$ cat src/rtl/aesra_pkg.sv
// ---------------------------------------------------------------------------
// aesra_pkg: shared types, opcodes and S-box tables
// The opcode codes, the 16-byte block type and the forward and inverse
// S-box tables are built once at elaboration from GF(2^8) arithmetic.
// ---------------------------------------------------------------------------
package aesra_pkg;

  localparam int IN_DATA_W  = 264;  // state, round key, rcon
  localparam int OUT_DATA_W = 128;
  localparam int OP_W       = 3;

  typedef enum logic [OP_W-1:0] {
    OP_ENC      = 3'd0,
    OP_ENC_LAST = 3'd1,
    OP_DEC      = 3'd2,
    OP_DEC_LAST = 3'd3,
    OP_KEYGEN   = 3'd4
  } aes_op_t;

  // byte i at bits 8i+7..8i, byte 4c+r is row r of column c
  typedef logic [15:0][7:0] blk_t;
  typedef logic [255:0][7:0] sbox_tbl_t;

  localparam logic [7:0] GF_POLY   = 8'h1b;
  localparam logic [7:0] AFF_CONST = 8'h63;
  localparam int         INV_EXP   = 254;

  function automatic logic [7:0] xtime(input logic [7:0] a);
    xtime = a[7] ? ({a[6:0], 1'b0} ^ GF_POLY) : {a[6:0], 1'b0};
  endfunction

  function automatic logic [7:0] gf_mul(input logic [7:0] a, input logic [7:0] b);
    logic [7:0] acc;
    logic [7:0] aa;
    acc = '0;
    aa  = a;
    for (int i = 0; i < 8; i++) begin
      if (b[i]) acc = acc ^ aa;
      aa = xtime(aa);
    end
    gf_mul = acc;
  endfunction

  function automatic logic [7:0] rotl8(input logic [7:0] v, input int k);
    logic [15:0] w;
    w = {v, v} << k;
    rotl8 = w[15:8];
  endfunction

  function automatic sbox_tbl_t build_sbox();
    sbox_tbl_t  tbl;
    logic [7:0] r;
    logic [7:0] base;
    int         e;
    for (int x = 0; x < 256; x++) begin
      r    = 8'd1;
      base = x[7:0];
      e    = INV_EXP;
      while (e != 0) begin
        if (e % 2 == 1) r = gf_mul(r, base);
        base = gf_mul(base, base);
        e    = e / 2;
      end
      if (x == 0) r = 8'd0;
      tbl[x] = r ^ rotl8(r, 1) ^ rotl8(r, 2) ^ rotl8(r, 3) ^ rotl8(r, 4) ^ AFF_CONST;
    end
    build_sbox = tbl;
  endfunction

  function automatic sbox_tbl_t build_inv_sbox();
    sbox_tbl_t fwd;
    sbox_tbl_t tbl;
    fwd = build_sbox();
    tbl = '0;
    for (int x = 0; x < 256; x++) begin
      tbl[fwd[x]] = x[7:0];
    end
    build_inv_sbox = tbl;
  endfunction

  localparam sbox_tbl_t SBOX     = build_sbox();
  localparam sbox_tbl_t INV_SBOX = build_inv_sbox();

endpackage

$ cat src/rtl/aesra_mix.sv
// ---------------------------------------------------------------------------
// aesra_mix: MixColumns / InvMixColumns
// Each column is mixed independently with xtime chains.
// ---------------------------------------------------------------------------
module aesra_mix
  import aesra_pkg::*;
(
  input  blk_t din,
  input  logic dec,
  output blk_t dout
);

  always_comb begin
    logic [3:0][7:0] a;
    logic [3:0][7:0] x2;
    logic [3:0][7:0] x4;
    logic [3:0][7:0] x8;
    logic [3:0][7:0] c1;   // coefficient for the own row
    logic [3:0][7:0] c2;   // next row
    logic [3:0][7:0] c3;   // row after
    logic [3:0][7:0] c4;   // last row
    dout = '0;
    for (int c = 0; c < 4; c++) begin
      for (int k = 0; k < 4; k++) begin
        a[k]  = din[4*c+k];
        x2[k] = xtime(a[k]);
        x4[k] = xtime(x2[k]);
        x8[k] = xtime(x4[k]);
        if (dec) begin
          c1[k] = x8[k] ^ x4[k] ^ x2[k];      // 14
          c2[k] = x8[k] ^ x2[k] ^ a[k];       // 11
          c3[k] = x8[k] ^ x4[k] ^ a[k];       // 13
          c4[k] = x8[k] ^ a[k];               // 9
        end else begin
          c1[k] = x2[k];                      // 2
          c2[k] = x2[k] ^ a[k];               // 3
          c3[k] = a[k];
          c4[k] = a[k];
        end
      end
      for (int r = 0; r < 4; r++) begin
        dout[4*c+r] = c1[r] ^ c2[(r+1)%4] ^ c3[(r+2)%4] ^ c4[(r+3)%4];
      end
    end
  end

endmodule

$ cat config.mk
export PLATFORM = sky130hd
export DESIGN_NAME = aesra_mix
export DESIGN_NICKNAME = d
export VERILOG_FILES = /design/src/rtl/aesra_pkg.sv /design/src/rtl/aesra_mix.sv
export SDC_FILE = /design/constraint.sdc
export NUM_CORES = 1
export LEC_CHECK = 0
export ABC_AREA = 1
export BUFFER_PORTS_ARGS = -buffer_cell sky130_fd_sc_hd__buf_2
export CAP_MARGIN = 20
export CORE_ASPECT_RATIO = 0.9
export CORE_MARGIN = 5
export CORE_UTILIZATION = 55
export DETAILED_ROUTE_END_ITERATION = 7
export PLACE_DENSITY = 0.76
export SLEW_MARGIN = 15
export SYNTH_ARGS = -nofsm -noshare
export SYNTH_HDL_FRONTEND = slang
export SYNTH_SLANG_ARGS = --single-unit
$ cat constraint.sdc
create_clock -name vclk -period 1.6
set_input_delay 0 -clock vclk [all_inputs]
set_output_delay 0 -clock vclk [all_outputs]
set_load 0.005 [all_outputs]
==> metrics.txt <==
status=finished clean; Max VDD drop=0.4097 mV; Pint=4.361 mW; clock power share=0; final period utilization=0.9704; net switching power=6.158 mW; unrepaired setup endpoints after global routing=true; PD cells=561.1 mW/mm²; routed wire length=57080 µm; drt via density=5.425; initial antenna violation count=3; Multi-input gate area=0.01384 mm²; die area=0.03067 mm²; CP Max Fanout=4; total power=10.52 mW; row count=57; Net Sw Frac=0.5854; ANT nets after route=0; # setup viols final=0; FF/Latch Area=0 µm²; Syn Nets=2963; number of nets in the layout=3327; Layout clock buffers=0; CP Class=input pin to output pin; Filler cells=2546; Worst setup SP type=input pin; cell taking the most area after synthesis=nand2_1; crit path max-delay cell type=and2_1; die extent in x=184.1 µm; library cells used by synthesis=37; DRC violations left=0; Hold Fails Final Rpt=0; family with the most delay on the worst path=simple AND/OR/NAND/NOR gates; Worst Tran Pin Value=0.5937 ns; largest net degree at the start of global routing=48; Worst path max stage delay=0.21 ns; wire per inst=16.07 µm; Gate power share=1.000; register area share after synthesis=0; grt ovf=0; synth top area cells=nand2_1 (30%), xor2_1 (26%), xnor2_1 (9.9%); hold_buf cts=0; part of the power in registers=0; vias in the first global route=17170; area growth from synthesis to layout=25.01%; sequential cell count=0; vias=19265; synthesized cell area=0.01500 mm²; I/O Buffers=257; Starting DRT DRC Count=1753; GPL Wtd Cong=1.065; All-Layer GR Usage=0.3370; die height=166.6 µm; area of the core=0.02696 mm²; fmax=644.0 MHz; CP required=1.60 ns; Syn. warnings=0; share of layout cells above drive strength 1=0.2322; Slew HR=0.6000; Avg Cell Area, Syn=5.291 µm²; final core occ=0.6954; final slew viol count=0; crit path capture type=output pin; first drt pass iteration count=6; Buf+Inv Stages, Crit Path=4; most instantiated cells after synthesis=nand2_1 (1211), xor2_1 (439), inv_1 (293), nand3_1 (279), xnor2_1 (170); Yosys top cell area share=0.3031; first-pass GRT wire length=86330 µm; Ports=257; Tmin final=1.553 ns; Mapped Cells=2834; Starting Density=0.5563; most common cell in the netlist=nand2_1; dpl hpwl=46970 µm; critical-path cell list=buf_2 -> inv_1 -> nand2_1 -> nand2_2 -> nand2_1 -> and2_1 -> o21ai_1 -> xnor2_1 -> buf_4 -> xor2_1 -> buf_2; Hold WC Path Type=input pin to output pin; Worst Path Arrival=1.55 ns; Pleak=10.91 nW; number of max-cap violations=0
[through the flow]
step / worst slack, ns / setup TNS (ns) / cells / cell area, µm² / hold slack (ns)
floorplan: 0.3991 / 0 / 2834 / 15000 / 0.1565
global placement: -0.08741 / -0.08741 / 3529 / 17610 / 0.4563
detailed placement: -0.09587 / -0.1078 / 3529 / 17610 / 0.4731
CTS: 0.0003861 / 0 / 3530 / 17670 / 0.4745
global route: -0.06969 / -0.4672 / 3551 / 18750 / 0.5504
finish: 0.04728 / 0 / 3551 / 18750 / 0.4841
[kinds of logic after synthesis]
logic type,synth area share
AO/OA/AOI/OAI,0.04981
XOR/XNOR,0.3622
AND/OR/NAND/NOR,0.4622
buffers and inverters,0.1257
[power groups by stage]
stage / Clock (mW) / Combinational (mW) / Sequential [mW]
3_5_place_dp: 0 / 9.89 / 0
6_report: 0.0000000836 / 10.5 / 0
2_1_floorplan: 0 / 6.44 / 0
4_1_cts: 0 / 9.97 / 0
3_3_place_gp: 0 / 9.73 / 0
5_1_grt: 0.0000000836 / 11.6 / 0
[cell type report]
type | count | share of cell area
timing repair buffer | 477 | 0.1723
multi-input combinational | 2404 | 0.7382
antenna | 1 | 0.0001335
inverter | 315 | 0.06574
tap | 354 | 0.02363
[cells in the final DEF, fill, tap and decap left out, drive strengths merged, types with 3 or more instances in the layout]
master	instances
nand3	285
o21ai	81
nand4	57
nand2	1235
a21oi	37
xnor2	171
a22oi	6
o21a	3
clkbuf	24
inv	313
nand3b	24
buf	452
nor2	44
xor2	444
and2	10
[path summary, 6_finish.rpt]
kind	start	to	depth (start not counted)
worst min-delay path	din[99]	dout[115]	5
worst max-delay path	din[15]	dout[18]	11
[metal layers]
metal | share of wire | vias to the layer above | global-route usage
met5 | 0.00037 | - | 0
met3 | 0.11 | 141 | 0.02748
met1 | 0.42 | 8671 | 0.4811
met4 | 0.030 | 4 | 0.08454
met2 | 0.45 | 1017 | 0.5471
li1 | - | 9432 | -
[timing repair]
item	CTS	global route
cloned	1	3
gates resized for setup	7	274
pin swaps	0	33
endpoints found under the setup margin	5	99
hold endpoints to repair	0	0
buffers inserted	0	17
No activity file was read; power rests on OpenSTA's default activity.
